File: src/bq_pkg.sv
// Shared types, widths, register indexes and the microcode program of the biquad block.
// No dependencies; compile first.
package bq_pkg;

    // Sample and coefficient formats
    localparam int SAMPLE_BITS    = 16;
    localparam int COEF_FRAC_BITS = 16;
    localparam int COEF_BITS      = COEF_FRAC_BITS + 2;
    localparam int STATE_BITS     = 40;
    localparam int PROD_BITS      = SAMPLE_BITS + COEF_BITS;
    localparam int WIDE_BITS      = (PROD_BITS > STATE_BITS) ? PROD_BITS : STATE_BITS;
    localparam int ACC_BITS       = WIDE_BITS + 2;

    typedef logic signed [SAMPLE_BITS-1:0] t_sample;
    typedef logic signed [COEF_BITS-1:0]   t_coef;
    typedef logic signed [STATE_BITS-1:0]  t_state;
    typedef logic signed [ACC_BITS-1:0]    t_acc;

    // Configuration register indexes
    localparam int CFG_IDX_BITS = 3;
    typedef logic [CFG_IDX_BITS-1:0] t_cfg_idx;
    localparam t_cfg_idx REG_B0     = 3'd0;
    localparam t_cfg_idx REG_B1     = 3'd1;
    localparam t_cfg_idx REG_B2     = 3'd2;
    localparam t_cfg_idx REG_A1     = 3'd3;
    localparam t_cfg_idx REG_A2     = 3'd4;
    localparam t_cfg_idx REG_BYPASS = 3'd5;

    localparam t_coef COEF_ONE = t_coef'(1) <<< COEF_FRAC_BITS;

    // Multiplier coefficient select codes
    localparam logic [2:0] MC_B0 = 3'd0;
    localparam logic [2:0] MC_B1 = 3'd1;
    localparam logic [2:0] MC_B2 = 3'd2;
    localparam logic [2:0] MC_A1 = 3'd3;
    localparam logic [2:0] MC_A2 = 3'd4;

    // Multiplier sample select codes
    localparam logic MS_X = 1'b0;
    localparam logic MS_Y = 1'b1;

    // Accumulator addend select codes
    localparam logic [1:0] AS_ZERO = 2'd0;
    localparam logic [1:0] AS_D1R  = 2'd1;
    localparam logic [1:0] AS_D2   = 2'd2;
    localparam logic [1:0] AS_ACC  = 2'd3;

    // One control word per program step
    typedef struct packed {
        logic [2:0] mul_coef;  // coefficient operand
        logic       mul_src;   // sample operand: input or rounded output
        logic [1:0] add_src;   // addend of the accumulator update
        logic       neg;       // subtract the product instead of adding it
        logic       ld_y;      // latch the rounded output and check its range
        logic       ld_n1;     // latch next first delay and check its range
        logic       jmp_pass;  // jump to the end when bypass or fault holds
        logic       last;      // final step: commit delays, emit result
    } t_ucode;

    localparam int NUM_STEPS = 5;
    localparam int STEP_BITS = $clog2(NUM_STEPS);
    typedef logic [STEP_BITS-1:0] t_step;

    // Program:
    //   0: acc = b0*x + d1 + half LSB           (jump out on bypass/fault)
    //   1: y = round(acc); acc = b1*x + d2
    //   2: acc = acc - a1*y
    //   3: n1 = acc; acc = b2*x
    //   4: n2 = acc - a2*y; commit
    function automatic t_ucode ucode_rom(t_step step);
        t_ucode w;
        w = '0;
        case (step)
            t_step'(0): begin
                w.mul_coef = MC_B0; w.mul_src = MS_X; w.add_src = AS_D1R; w.jmp_pass = 1'b1;
            end
            t_step'(1): begin
                w.mul_coef = MC_B1; w.mul_src = MS_X; w.add_src = AS_D2; w.ld_y = 1'b1;
            end
            t_step'(2): begin
                w.mul_coef = MC_A1; w.mul_src = MS_Y; w.add_src = AS_ACC; w.neg = 1'b1;
            end
            t_step'(3): begin
                w.mul_coef = MC_B2; w.mul_src = MS_X; w.add_src = AS_ZERO; w.ld_n1 = 1'b1;
            end
            t_step'(4): begin
                w.mul_coef = MC_A2; w.mul_src = MS_Y; w.add_src = AS_ACC; w.neg = 1'b1;
                w.last = 1'b1;
            end
            default: begin
                w.last = 1'b1;
            end
        endcase
        return w;
    endfunction

endpackage

File: src/bq_sample_in_if.sv
// Input sample channel: valid/ready handshake carrying one signed sample.
// Depends on bq_pkg.
interface bq_sample_in_if;
    import bq_pkg::*;

    logic    valid;
    logic    ready;
    t_sample sample_in;

    modport source (output valid, output sample_in, input ready);
    modport sink   (input valid, input sample_in, output ready);
endinterface

File: src/bq_sample_out_if.sv
// Result channel: valid/ready handshake carrying the output sample and pass flag.
// Depends on bq_pkg.
interface bq_sample_out_if;
    import bq_pkg::*;

    logic    valid;
    logic    ready;
    t_sample sample_out;
    logic    passed_through;

    modport source (output valid, output sample_out, output passed_through, input ready);
    modport sink   (input valid, input sample_out, input passed_through, output ready);
endinterface

File: src/biquad_iir_filter_with_fault_bypass_top.sv
// Biquad IIR section (transposed direct form II) with overflow fault and bypass.
// Depends on bq_pkg, bq_sample_in_if and bq_sample_out_if.
//
// Usage:
//   i_sample carries one signed Q1.15 sample per transaction; o_result returns
//   one transaction per sample: the filtered sample, or the input itself with
//   passed_through set when bypass is on or a fault is latched or trips.
//   Coefficients (Q2.16) and bypass go in via i_cfg_we/i_cfg_index/i_cfg_data;
//   the user must write them while the block is idle, the block does not check;
//   any valid write clears the fault; enabling bypass clears both delay states.
// Sequencing:
//   A filtered sample runs through a five-step microcode program that drives
//   one shared 18x16 multiplier and one accumulator, one product per cycle
//   while the output is not stalled. A bypassed sample leaves at step 0.
//   One sample is processed at a time; input ready returns in the cycle after
//   the program has handed its result to the output register, so no new
//   sample is taken before the last one is through, bypassed or not.
// Reset and stall:
//   Reset loads b0 = 1.0, other coefficients 0, bypass on, delays and fault 0.
//   If the receiver stalls, the result waits in the output register and the
//   program holds on its finishing step until the register frees up.
module biquad_iir_filter_with_fault_bypass_top (
    input  logic                     i_clk,
    input  logic                     i_rst_n,
    input  logic                     i_cfg_we,
    input  bq_pkg::t_cfg_idx         i_cfg_index,
    input  logic [bq_pkg::COEF_BITS-1:0] i_cfg_data,
    bq_sample_in_if.sink             i_sample,
    bq_sample_out_if.source          o_result
);
    import bq_pkg::*;

    localparam t_acc ROUND_HALF = t_acc'(1) <<< (COEF_FRAC_BITS - 1);

    // Configuration and filter state
    t_coef  r_b0, r_b1, r_b2, r_a1, r_a2;
    logic   r_bypass;
    logic   r_fault;
    t_state r_d1, r_d2;

    // Sequencer and datapath registers
    logic    r_busy;
    t_step   r_step;
    t_sample r_x;
    t_sample r_y;
    t_acc    r_acc;
    t_state  r_n1;
    logic    r_ovf;

    // Output register
    logic    r_out_valid;
    t_sample r_out_sample;
    logic    r_out_pass;

    t_ucode                      cw;
    t_coef                       mul_a;
    t_sample                     mul_b;
    logic signed [PROD_BITS-1:0] prod;
    t_acc                        prod_ext;
    t_acc                        addend;
    t_acc                        n_acc;
    logic                        pass_now;
    logic                        finishing;
    logic                        out_free;
    logic                        advance;
    logic                        y_ovf;
    logic                        n1_ovf;
    logic                        n2_ovf;
    logic                        fault_now;
    logic                        cfg_hit;

    // Decode the current step
    assign cw = ucode_rom(r_step);

    // Operand selection and shared multiplier
    always_comb begin
        case (cw.mul_coef)
            MC_B0:   mul_a = r_b0;
            MC_B1:   mul_a = r_b1;
            MC_B2:   mul_a = r_b2;
            MC_A1:   mul_a = r_a1;
            MC_A2:   mul_a = r_a2;
            default: mul_a = '0;
        endcase
    end

    assign mul_b    = (cw.mul_src == MS_Y) ? r_y : r_x;
    assign prod     = mul_a * mul_b;
    assign prod_ext = t_acc'(prod);

    // Accumulator update
    always_comb begin
        case (cw.add_src)
            AS_ZERO: addend = '0;
            AS_D1R:  addend = t_acc'(r_d1) + ROUND_HALF;
            AS_D2:   addend = t_acc'(r_d2);
            AS_ACC:  addend = r_acc;
            default: addend = '0;
        endcase
    end

    assign n_acc = cw.neg ? (addend - prod_ext) : (addend + prod_ext);

    // Range checks: the dropped high bits must all equal the kept sign bit
    assign y_ovf  = !((&r_acc[ACC_BITS-1:COEF_FRAC_BITS+SAMPLE_BITS-1]) ||
                      (~|r_acc[ACC_BITS-1:COEF_FRAC_BITS+SAMPLE_BITS-1]));
    assign n1_ovf = !((&r_acc[ACC_BITS-1:STATE_BITS-1]) ||
                      (~|r_acc[ACC_BITS-1:STATE_BITS-1]));
    assign n2_ovf = !((&n_acc[ACC_BITS-1:STATE_BITS-1]) ||
                      (~|n_acc[ACC_BITS-1:STATE_BITS-1]));
    assign fault_now = r_ovf || n2_ovf;

    // Sequencing control
    assign pass_now  = r_bypass || r_fault;
    assign finishing = r_busy && (cw.last || (cw.jmp_pass && pass_now));
    assign out_free  = !r_out_valid || o_result.ready;
    assign advance   = r_busy && (!finishing || out_free);

    assign cfg_hit = i_cfg_we && (i_cfg_index <= REG_BYPASS);

    assign i_sample.ready = !r_busy;

    // Configuration registers, fault flag and delay states
    always_ff @(posedge i_clk) begin
        if (!i_rst_n) begin
            r_b0     <= COEF_ONE;
            r_b1     <= '0;
            r_b2     <= '0;
            r_a1     <= '0;
            r_a2     <= '0;
            r_bypass <= 1'b1;
            r_fault  <= 1'b0;
            r_d1     <= '0;
            r_d2     <= '0;
        end else begin
            if (cfg_hit) begin
                r_fault <= 1'b0;
                case (i_cfg_index)
                    REG_B0: r_b0 <= i_cfg_data;
                    REG_B1: r_b1 <= i_cfg_data;
                    REG_B2: r_b2 <= i_cfg_data;
                    REG_A1: r_a1 <= i_cfg_data;
                    REG_A2: r_a2 <= i_cfg_data;
                    REG_BYPASS: begin
                        r_bypass <= i_cfg_data[0];
                        if (i_cfg_data[0]) begin
                            r_d1 <= '0;
                            r_d2 <= '0;
                        end
                    end
                    default: begin
                        r_fault <= 1'b0;
                    end
                endcase
            end else if (finishing && out_free) begin
                // Commit on the final step, or clear on pass-through and fault
                if (pass_now || fault_now) begin
                    r_d1 <= '0;
                    r_d2 <= '0;
                    if (!pass_now) begin
                        r_fault <= 1'b1;
                    end
                end else begin
                    r_d1 <= r_n1;
                    r_d2 <= n_acc[STATE_BITS-1:0];
                end
            end
        end
    end

    // Step counter: start on accept, advance each cycle unless the finish stalls, end on last or jump
    always_ff @(posedge i_clk) begin
        if (!i_rst_n) begin
            r_busy <= 1'b0;
            r_step <= '0;
        end else if (i_sample.valid && !r_busy) begin
            r_busy <= 1'b1;
            r_step <= '0;
        end else if (advance) begin
            if (finishing) begin
                r_busy <= 1'b0;
                r_step <= '0;
            end else begin
                r_step <= r_step + t_step'(1);
            end
        end
    end

    // Datapath registers
    always_ff @(posedge i_clk) begin
        if (i_sample.valid && !r_busy) begin
            r_x <= i_sample.sample_in;
        end
        if (advance) begin
            r_acc <= n_acc;
            if (cw.ld_y) begin
                r_y   <= r_acc[COEF_FRAC_BITS+SAMPLE_BITS-1:COEF_FRAC_BITS];
                r_ovf <= y_ovf;
            end
            if (cw.ld_n1) begin
                r_n1  <= r_acc[STATE_BITS-1:0];
                r_ovf <= r_ovf || n1_ovf;
            end
        end
    end

    // Output register: load on finish, drop once the transaction completes
    always_ff @(posedge i_clk) begin
        if (!i_rst_n) begin
            r_out_valid <= 1'b0;
        end else if (finishing && out_free) begin
            r_out_valid <= 1'b1;
        end else if (o_result.ready) begin
            r_out_valid <= 1'b0;
        end
    end

    always_ff @(posedge i_clk) begin
        if (finishing && out_free) begin
            if (pass_now || fault_now) begin
                r_out_sample <= r_x;
                r_out_pass   <= 1'b1;
            end else begin
                r_out_sample <= r_y;
                r_out_pass   <= 1'b0;
            end
        end
    end

    assign o_result.valid          = r_out_valid;
    assign o_result.sample_out     = r_out_sample;
    assign o_result.passed_through = r_out_pass;

endmodule

File: src/flat_wrapper.sv
// flat-port wrapper written by rule: the top's interface ports become plain ports
module biquad_iir_filter_with_fault_bypass_top_flat import bq_pkg::*;
  (i_clk, i_rst_n, i_cfg_we, i_cfg_index, i_cfg_data, i_sample_valid, i_sample_sample_in, i_sample_ready, o_result_valid, o_result_sample_out, o_result_passed_through, o_result_ready);
  bq_sample_in_if i_sample_i ();
  bq_sample_out_if o_result_i ();
  input  logic i_clk;
  input  logic i_rst_n;
  input  logic i_cfg_we;
  input  bq_pkg::t_cfg_idx i_cfg_index;
  input  logic [bq_pkg::COEF_BITS-1:0] i_cfg_data;
  input wire logic [$bits(i_sample_i.valid)-1:0] i_sample_valid;
  input wire logic [$bits(i_sample_i.sample_in)-1:0] i_sample_sample_in;
  output wire logic [$bits(i_sample_i.ready)-1:0] i_sample_ready;
  output wire logic [$bits(o_result_i.valid)-1:0] o_result_valid;
  output wire logic [$bits(o_result_i.sample_out)-1:0] o_result_sample_out;
  output wire logic [$bits(o_result_i.passed_through)-1:0] o_result_passed_through;
  input wire logic [$bits(o_result_i.ready)-1:0] o_result_ready;
  assign i_sample_i.valid = i_sample_valid;
  assign i_sample_i.sample_in = i_sample_sample_in;
  assign i_sample_ready = i_sample_i.ready;
  assign o_result_valid = o_result_i.valid;
  assign o_result_sample_out = o_result_i.sample_out;
  assign o_result_passed_through = o_result_i.passed_through;
  assign o_result_i.ready = o_result_ready;
  biquad_iir_filter_with_fault_bypass_top u_core (.i_clk(i_clk), .i_rst_n(i_rst_n), .i_cfg_we(i_cfg_we), .i_cfg_index(i_cfg_index), .i_cfg_data(i_cfg_data), .i_sample(i_sample_i), .o_result(o_result_i));
endmodule
File: config.mk
export PLATFORM = sky130hd
export DESIGN_NAME = biquad_iir_filter_with_fault_bypass_top_flat
export DESIGN_NICKNAME = d
export VERILOG_FILES = /design/src/bq_pkg.sv /design/src/bq_sample_in_if.sv /design/src/bq_sample_out_if.sv /design/src/biquad_iir_filter_with_fault_bypass_top.sv /design/src/flat_wrapper.sv
export SDC_FILE = /design/constraint.sdc
export NUM_CORES = 1
export LEC_CHECK = 0
export BUFFER_PORTS_ARGS = -buffer_cell sky130_fd_sc_hd__buf_2
export CELL_PAD_IN_SITES_DETAIL_PLACEMENT = 0
export CELL_PAD_IN_SITES_GLOBAL_PLACEMENT = 1
export CORE_MARGIN = 8
export CORE_UTILIZATION = 42
export CTS_CLUSTER_SIZE = 10
export DETAILED_ROUTE_END_ITERATION = 7
export GPL_TIMING_DRIVEN = 0
export MAX_ROUTING_LAYER = met4
export PLACE_DENSITY_LB_ADDON = 0.1
export SYNTH_ARGS = -nofsm -noshare
export SYNTH_HDL_FRONTEND = slang
export SYNTH_SLANG_ARGS = --single-unit
File: constraint.sdc
create_clock -name i_clk -period 15.14 [get_ports i_clk]
set_input_delay 1.514 -clock i_clk [delete_from_list [all_inputs] [get_ports i_clk]]
set_output_delay 1.514 -clock i_clk [all_outputs]
set_load 0.02 [all_outputs]
# Word-level counts from Yosys, hierarchy flattened
# Cells that the tools add are included.
# totals
elab_cells,129
regBits,309
output_inout_bits,19
# op_classes
n_eq_ne,18
n_lt_le_gt_ge,1
mul,1
n_reduce_logical,56
bitwise,2
muxes,28
addsub,4
# ops
cell,count
$mux W40,8
$pmux W42 S4,1
$pmux W18 S5,1
$add A42 B34 Y42,1
$mux W42,1
$sub A42 B34 Y42,1
$add A40 B17 Y41 const B,1
$mul A18 B16 Y34,1
$mux W16,2
$pmux W6 S5,1
$reduce_and A2 Y1,10
$eq A3 B2 Y1 const B,6
$mux W1,13
$eq A3 B3 Y1 const B,4
$reduce_and A3 Y1,4
$reduce_and A11 Y1,1
$reduce_or A11 Y1,1
$logic_or A1 B1 Y1,10
$reduce_bool A2 Y1,5
$eq A3 B1 Y1 const B,3
$logic_not A1 Y1,9
$logic_not A3 Y1,3
$logic_and A1 B1 Y1,6
$reduce_or A2 Y1,3
10 further kinds,14

# Logic depth before layout (Yosys ltp)
# Gate-level depths: netlist (run 1).
# depth
word_depth,16
depth_mapped,54
depth_no_buf,46

# Worst setup path after synthesis (run 1)
# OpenSTA, ideal clock, no wires.
# synth_timing
path_type,reg-to-reg
from,register u_core.r_step[2]
to,"register u_core.r_out_sample[10] (netlist: u_core.o_result.sample_out[10]), data pin"
path_stages_with_launch,47
n_path_buf,4
t_required_ns,14.880
arrival_ns,11.309
setup_slack_ns,3.571
path_cell_list,dfxtp_1 clkbuf_1 inv_1 ha_1 clkbuf_1 nor4b_2 clkbuf_1 a222oi_1 a31oi_1 nand2_1 fa_1 inv_1 fa_1 inv_1 fa_1 inv_1 fa_1 fa_1 [11 not listed] nand2_1 and4b_1 a21oi_1 xnor2_1 ha_1 nand2_1 o21ai_0 a31o_2 a21oi_1 o21a_1 o2111ai_1 o221ai_1 xnor2_1 nand2b_1 nor4b_1 nor3_4 buf_8 mux2_4
# synth_between
elab_chain_len,14
word_cells_on_any_way,32
# synth_rtl
element,line,text
start: declaration,biquad_iir_filter_with_fault_bypass_top.sv:43,t_step r_step;
start signal: assignment,biquad_iir_filter_with_fault_bypass_top.sv:184,r_step <= r_step + t_step'(1);
"$eq A3 B3 Y1, or another cell as far along",bq_pkg.sv:73,case (step)
$pmux W6 S5,bq_pkg.sv:73,
"$eq A3 B3 Y1, or another cell as far along",biquad_iir_filter_with_fault_bypass_top.sv:77,case (cw.mul_coef)
$pmux W18 S5,biquad_iir_filter_with_fault_bypass_top.sv:77,
$mul A18 B16 Y34,biquad_iir_filter_with_fault_bypass_top.sv:88,assign prod = mul_a * mul_b;
$add A42 B34 Y42 or $sub A42 B34 Y42 (tied branches),biquad_iir_filter_with_fault_bypass_top.sv:102,assign n_acc = cw.neg ? (addend - prod_ext) : (addend + prod_ext);
$mux W42 *,biquad_iir_filter_with_fault_bypass_top.sv:102,
$reduce_or A3 Y1,biquad_iir_filter_with_fault_bypass_top.sv:110,(~|n_acc[ACC_BITS-1:STATE_BITS-1]));
$logic_not A1 Y1,biquad_iir_filter_with_fault_bypass_top.sv:110,
$logic_or A1 B1 Y1 *,biquad_iir_filter_with_fault_bypass_top.sv:109,assign n2_ovf = !((&n_acc[ACC_BITS-1:STATE_BITS-1]) ||
$logic_not A1 Y1 *,biquad_iir_filter_with_fault_bypass_top.sv:109,
$logic_or A1 B1 Y1 *,biquad_iir_filter_with_fault_bypass_top.sv:111,assign fault_now = r_ovf || n2_ovf;
$logic_or A1 B1 Y1 *,biquad_iir_filter_with_fault_bypass_top.sv:220,if (pass_now || fault_now) begin
$mux W16 *,biquad_iir_filter_with_fault_bypass_top.sv:220,
end signal: assignment,biquad_iir_filter_with_fault_bypass_top.sv:221,r_out_sample <= r_x;
end signal: assignment,biquad_iir_filter_with_fault_bypass_top.sv:224,r_out_sample <= r_y;
end: declaration,biquad_iir_filter_with_fault_bypass_top.sv:52,t_sample r_out_sample;
# Every way passes the cells marked *; elsewhere a longest branch is shown, timed or not.
# A chain may end at the register's enable or synchronous reset.

# Worst setup path after layout (run 1)
# layout_timing
from,register u_core.r_step[2]
to,register u_core.r_d2[32]
# layout_between
elab_chain_len,16
word_cells_on_any_way,43
# layout_rtl
element,line,text
"$eq A3 B3 Y1, or another cell as far along",bq_pkg.sv:73,
$pmux W6 S5,bq_pkg.sv:73,
"$eq A3 B3 Y1, or another cell as far along",biquad_iir_filter_with_fault_bypass_top.sv:77,
$pmux W18 S5,biquad_iir_filter_with_fault_bypass_top.sv:77,
$mul A18 B16 Y34,biquad_iir_filter_with_fault_bypass_top.sv:88,
$add A42 B34 Y42 or $sub A42 B34 Y42 (tied branches),biquad_iir_filter_with_fault_bypass_top.sv:102,
$mux W42 *,biquad_iir_filter_with_fault_bypass_top.sv:102,
named net u_core.n_acc[40],biquad_iir_filter_with_fault_bypass_top.sv:61,t_acc n_acc;
$reduce_or A3 Y1,biquad_iir_filter_with_fault_bypass_top.sv:110,
$logic_not A1 Y1,biquad_iir_filter_with_fault_bypass_top.sv:110,
$logic_or A1 B1 Y1 *,biquad_iir_filter_with_fault_bypass_top.sv:109,
$logic_not A1 Y1 *,biquad_iir_filter_with_fault_bypass_top.sv:109,
$logic_or A1 B1 Y1 *,biquad_iir_filter_with_fault_bypass_top.sv:111,
$logic_or A1 B1 Y1 *,biquad_iir_filter_with_fault_bypass_top.sv:157,if (pass_now || fault_now) begin
$mux W40 *,biquad_iir_filter_with_fault_bypass_top.sv:157,
$mux W40 *,biquad_iir_filter_with_fault_bypass_top.sv:155,end else if (finishing && out_free) begin
$mux W40 *,biquad_iir_filter_with_fault_bypass_top.sv:136,if (cfg_hit) begin
end signal: assignment,biquad_iir_filter_with_fault_bypass_top.sv:165,r_d2 <= n_acc[STATE_BITS-1:0];
end: declaration,biquad_iir_filter_with_fault_bypass_top.sv:39,"t_state r_d1, r_d2;"
# Mark *: on every way through the listed nets, which the timed path passes. The rest lies on a longest branch. The select of a mux whose other input is x is not followed.

==> summary.md, run 1 <==
| Metric | Value |
|---|---|
| Status | `finished with violations` |
| Violated checks | `DRC` |
| Clk sinks | `roughly 300` |
| Sw Ratio | `0.412` |
| Peak supply drop | `a little over 0.1 mV` |
| Filler cells | `6131` |
| Cells after synthesis | `2951` |
| CP Max Fanout | `10` |
| Worst hold path class | `reg -> reg` |
| Max Fclk | `approximately 70 MHz` |
| # IOs | `61` |
| Seq pwr share | `0.291` |
| Inserted Clock Buffers | `40` |
| Drt total wl | `~90 mm` |
| DP HPWL | `~70 mm` |
| MaxCap Viol Count | `0` |
| Starting Density | `0.425` |
| CTS tree | `built` |
| Drt first-iter violations | `approximately 1600` |
| Synth cell types | `95` |
| Primary FF master, synth | `dfxtp_1` |
| Tmin final | `14.55 ns` |
| Drt first pass iters | `8` |
| Largest net degree at the start of global routing | `34` |
| Routability cong. | `about 0.9` |
| Worst path most repeated cell | `fa_1` |
| TNS Setup | `0 ns` |
| Pwr dens | `~120 mW/mm^2` |
| Syn. warnings | `0` |
| GR peak layer | `met2` |
| Clock power frac | `0.265` |
| Required time worst endpoint | `between 15 and 20 ns` |
| Most frequent cells in the layout | `nand2_1, inv_1, fa_1` |
| Setup crit start kind | `register` |
| Async SR Flop Fraction | `0` |
| Syn nets | `roughly 3400` |
| FP Rows | `just over 90` |
| Crit path arrival time | `approximately 15 ns` |
| Via count | `around 22000` |
| Grt ovf | `0` |
| WS Path Type | `reg -> reg` |
| Syn avg cell area | `slightly above 9 sq um` |
| Fin crit share | `0.961` |
| Routed length per instance | `between 20 and 25 um` |
| Setup violations, final | `0` |
| Nets@finish | `3529` |
| Met1 GRT Util | `0.341` |
| CTS max path bufs | `3` |
| P_sw | `1430 uW` |
| Clk_lat worst skew | `roughly 0.58 ns` |
| Pint | `about 2000 uW` |
| Gate power share | `0.445` |
| Final Skew | `approximately 0.032 ns` |
| Worst-margin pin slew | `roughly 1.3 ns` |
| Post-synth EDFFs | `132` |
| Setup WS post-layout | `between 0.5 and 0.6 ns` |
| I/O Buffers | `60` |
| Die H | `roughly 270 um` |
| Fin. Hold Viols | `0` |
| Share of cells above drive strength 1 | `0.0783` |
| First-pass GRT wire length | `about 140 mm` |
| Vias in the first global route | `roughly 22000` |
| Global-route track usage on met3 | `0.0258` |
| Yosys reg bits | `slightly above 300` |
| Root Buffer | `clkbuf_16` |
| Reg clk slew, reported paths | `0.06 ns` |
| Dpl ws | `-0.823 ns` |
| Die footprint | `a little over 0.07 sq mm` |
| Static leakage | `about 0.013 uW` |
| Post-synthesis sequential area ratio | `0.279` |
| Core ar. | `approximately 0.063 sq mm` |
| Routed Antenna Nets | `0` |
| Met2 Usage GRT | `0.413` |
| H-tree level count | `2` |
| RSZ-0062 raised after global routing | `false` |
| Kind of end point of the critical path | `register` |
| Die Span X | `approximately 270 um` |
| GRT Total Usage | `0.254` |
| Cell at the slowest stage of the critical path | `or4_1` |
| Remaining DRCs | `2` |
| Most common cell after layout, fill and taps aside | `nand2_1` |
| Multi-input gate area | `about 0.018 sq mm` |
| Post-Syn Area | `0.0269 sq mm` |
| CP peak stage delay | `0.59 ns` |
| Reg area | `between 0.007 and 0.008 sq mm` |
| Max transition margin | `0.125` |
| Drt via density | `between 5 and 6` |
| Area growth syn-to-layout | `10.9%` |
| Initial antenna violation count | `1` |
| Slew Limit Fails | `0` |
-- metal layers --
metal  routed length, um  share of wire
met4                2250          0.025
met5                   0              0
met2               41800           0.47
met3                4400          0.050
met1               40400           0.45
-- state kept, by name (all words and copies together), names as in the netlist, 16 cells and up --
| signal | count |
|---|---|
| u_core.r_b2 | 18 |
| u_core.r_a2 | 18 |
| u_core.r_x | 16 |
| u_core.r_d1 | 40 |
| u_core.r_d2 | 40 |
| u_core.r_b0 | 18 |
| u_core.r_n1 | 40 |
| u_core.r_a1 | 18 |
| u_core.r_acc | 42 |
| u_core.o_result.sample_out | 16 |
| u_core.r_y | 16 |
| u_core.r_b1 | 18 |
-- what timing repair did --
action                                  CTS  global route
setup buffers                             0             7
endpoints found under the setup margin   97            96
resized for setup                         9            11
hold buffers                              0             0
pin swaps                                 0             4
-- Yosys cell counts, types with 10 or more instances --
library cell,number,share of area
a21boi_0,92,0.026
a21o_1,36,0.010
a21oi_1,124,0.023
a222oi_1,17,0.0063
a22o_1,80,0.026
a31o_2,21,0.0068
a31oi_1,47,0.011
and2_1,13,0.0030
and3_1,17,0.0040
clkbuf_1,111,0.016
dfxtp_1,177,0.13
edfxtp_1,132,0.15
fa_1,291,0.22
ha_1,134,0.062
inv_1,350,0.049
mux2_2,10,0.0042
mux2i_1,17,0.0063
nand2_1,479,0.067
nand2b_1,17,0.0040
nand3_1,70,0.013
nand4_1,19,0.0044
nor2_1,271,0.038
nor2b_1,15,0.0035
nor3_1,29,0.0054
o21a_1,17,0.0048
o21ai_0,71,0.013
o21bai_1,11,0.0031
xnor2_1,72,0.023
xor2_1,47,0.015
-- area by class of cell --
| class | instances | area share |
|---|---|---|
| flip-flops and latches | 309 | 0.252 |
| well taps | 846 | 0.0355 |
| multi-input cells | 2160 | 0.593 |
| diodes | 1 | 0.0000840 |
| repair buffers | 75 | 0.0158 |
| clock buffers | 64 | 0.0383 |
| plain buffers | 126 | 0.0176 |
| clock inverters | 8 | 0.00361 |
| inverters | 350 | 0.0441 |
-- cells by family (layout without fill, tap and decap cells) --
logic type	Yosys count	in the layout	share of synthesized area
AOI/OAI and AO/OA	595	595	0.158
muxes	36	36	0.0156
xor gates and xnor gates	120	120	0.0394
other	0	1	0
adders and majority gates	425	425	0.279
DFF	309	309	0.279
buffers and inverters	482	623	0.0692
and+or+nand+nor	984	984	0.159
-- worst paths after layout --
check	start	to	slack (ns)	cells after the start
hold / removal	u_core.r_n1[31]	u_core.r_d1[31]	0.44	1
setup reg to reg	u_core.r_step[2]	u_core.r_d2[32]	0.59	44
hold reg to reg	u_core.r_n1[31]	u_core.r_d1[31]	0.44	1
setup / recovery	u_core.r_step[2]	u_core.r_d2[32]	0.59	44
-- power groups by stage --
stage / Sequential [uW] / Combinational (uW) / Clock [uW]
after global routing: 1020 / 1710 / 971
after CTS: 1010 / 1530 / 940
after floorplan: 1010 / 1080 / 0
after global placement: 1030 / 1500 / 0
final: 1010 / 1550 / 922
after detailed placement: 1030 / 1510 / 0
-- critical path: cells and delay by family, from the launching register on --
family	cells	cell delay, ns
AO/OA/AOI/OAI	12	3.67
adder cells (fa/ha/maj)	9	4.14
flip-flops	1	0.46
buffers and inverters	10	2.22
AND/OR/NAND/NOR	10	3.18
XOR/XNOR	3	0.73
-- per-stage QoR --
step | instances | area (sq um) | util | power, uW | hold WS (ns)
6_report | 3939 | 29800 | 0.471 | 3480 | 0.441
3_3_place_gp | 3857 | 28200 | 0.447 | 2530 | 0.431
3_5_place_dp | 3865 | 28400 | 0.449 | 2540 | 0.435
4_1_cts | 3936 | 29700 | 0.470 | 3480 | 0.443
5_1_grt | 3939 | 29800 | 0.471 | 3700 | 0.456
2_1_floorplan | 2951 | 26900 | - | 2090 | 0.415
Power figures use the tool's default switching activity.
==> run 2, diff against run 1 <==
==> constraint.sdc (replaced) <==
create_clock -name i_clk -period 18.48 [get_ports i_clk]
set_input_delay 1.848 -clock i_clk [delete_from_list [all_inputs] [get_ports i_clk]]
set_output_delay 1.848 -clock i_clk [all_outputs]
set_load 0.02 [all_outputs]
==> summary.md, run 2 (synthesized netlist as in run 1, its figures left out) <==
| Metric | Value |
|---|---|
| Max Fclk | `62.2 MHz` |
| Core ar. | `approximately 0.063 sq mm` |
| Die footprint | `0.0723 sq mm` |
| CP peak stage delay | `1.01 ns` |
| Die Span X | `around 270 um` |
| Share of cells above drive strength 1 | `0.0709` |
| Hold depth | `1` |
| Placed insts | `roughly 3900` |
| Reg2reg start | `u_core.r_step[2]` |
| DP HPWL | `a little over 70 mm` |
| Reg2reg end | `u_core.o_result.sample_out[13]` |
| CTS max path bufs | `3` |
| First-pass GRT wire length | `~140 mm` |
| Required time worst endpoint | `18.78 ns` |
| CTS resizes | `0` |
| Initial antenna violation count | `1` |
| Drt via density | `about 5.5` |
| Max reg flops | `42` |
| Reg clk slew, reported paths | `approximately 0.06 ns` |
| Routed Antenna Nets | `0` |
| Root Buffer | `clkbuf_16` |
| Hold Startpoint | `u_core.r_n1[31]` |
| RSZ-0062 raised after global routing | `false` |
| Drt total wl | `88.7 mm` |
| Most common cell after layout, fill and taps aside | `nand2_1` |
| Setup violations, final | `0` |
| Clk_lat worst skew | `0.58 ns` |
| FP Rows | `92` |
| Final Skew | `approximately 0.030 ns` |
| Largest net degree at the start of global routing | `34` |
| Vias in the first global route | `about 22000` |
| Fin. Hold Viols | `0` |
| Cell at the slowest stage of the critical path | `nor4b_2` |
| Peak supply drop | `0.0842 mV` |
| Most frequent cells in the layout | `nand2_1, inv_1, fa_1` |
| Setup Buffers After CTS | `0` |
| Area growth syn-to-layout | `10.3%` |
| CP Max Fanout | `10` |
| Max transition margin | `0.0187` |
| # IOs | `between 60 and 70` |
| Grt ovf | `0` |
| GRT Total Usage | `0.253` |
| Clk sinks | `309` |
| Slew Limit Fails | `0` |
| Fin crit share | `0.870` |
| Routed length per instance | `~23 um` |
| Biggest register | `u_core.r_acc` |
| Tmin final | `roughly 16 ns` |
| Delay-heaviest family, CP | `adder cells` |
| CTS tree | `built` |
| WS Path Type | `reg -> reg` |
| Die H | `about 270 um` |
| TNS Setup | `0 ns` |
| Drt first pass iters | `7` |
| Setup slack, reg-to-reg | `roughly 2.4 ns` |
| Crit path arrival time | `approximately 16 ns` |
| Via count | `21717` |
| Hold path endpoint | `u_core.r_d1[31]` |
| Drt first-iter violations | `1567` |
| Pwr dens | `between 90 and 100 mW/mm^2` |
| Static leakage | `about 0.013 uW` |
| H-tree level count | `2` |
| Kind of end point of the critical path | `register` |
| Routability cong. | `~0.9` |
| Nets@finish | `approximately 3500` |
| Status | `finished, final reports clean` |
| Number of hold buffers added after cts | `0` |
| Starting Density | `0.425` |
| I/O Buffers | `60` |
| WP buf/inv | `10` |
| Remaining DRCs | `0` |
| Setup crit start kind | `register` |
| Worst hold path class | `reg -> reg` |
| Inserted Clock Buffers | `40` |
| FF-to-FF path depth | `between 40 and 50` |
| Non-Filler Instances | `approximately 3900` |
| Filler cells | `6136` |
| Worst-margin pin slew | `around 1.5 ns` |
| MaxCap Viol Count | `0` |
-- run 2: report_power, final --
part	internal (uW)	total [uW]	switching, uW
combinational	442	1260	821
clock	440	754	314
sequential	794	830	35.7
total	1680	2850	1170
-- run 2: worst max-delay path by stage --
stage                     start                             end  slack (ns)  cells past startpoint
6_report       u_core.r_step[2]  u_core.o_result.sample_out[13]        2.40                     43
4_1_cts        u_core.r_step[2]  u_core.o_result.sample_out[13]        2.41                     43
3_3_place_gp   u_core.r_step[0]   u_core.o_result.sample_out[7]        2.61                     42
5_1_grt        u_core.r_step[2]                 u_core.r_d2[32]        1.81                     44
2_1_floorplan  u_core.r_step[2]  u_core.o_result.sample_out[10]        6.91                     46
3_5_place_dp   u_core.r_step[2]  u_core.o_result.sample_out[13]        2.52                     43
-- run 2: cell type report --
cell class	instances	area (sq um)	share of cell area
Tap cell	846	1060	0.0357
Inverter	350	1310	0.0443
Multi-Input combinational cell	2160	17600	0.593
Sequential cell	309	7510	0.253
Buffer	132	544	0.0184
Clock inverter	8	108	0.00363
Clock buffer	64	1140	0.0385
Timing Repair Buffer	68	404	0.0136
Antenna cell	1	2.50	0.0000844
-- run 2: through the flow --
stage	hold slack, ns	worst slack, ns	utilization	instance area (sq um)	power (uW)
floorplan	0.415	6.91	-	26900	1710
global placement	0.431	2.61	0.447	28200	2080
detailed placement	0.435	2.52	0.449	28400	2080
CTS	0.443	2.41	0.469	29600	2850
global route	0.456	1.81	0.469	29600	3020
finish	0.442	2.40	0.469	29600	2850
-- run 2: per-layer routing --
layer / share of wire / GRT usage / wire length, um
met1: 0.45 / 0.340 / 40300
met2: 0.47 / 0.412 / 41700
met3: 0.049 / 0.0262 / 4370
met4: 0.026 / 0.0602 / 2290
met5: 0 / - / 0
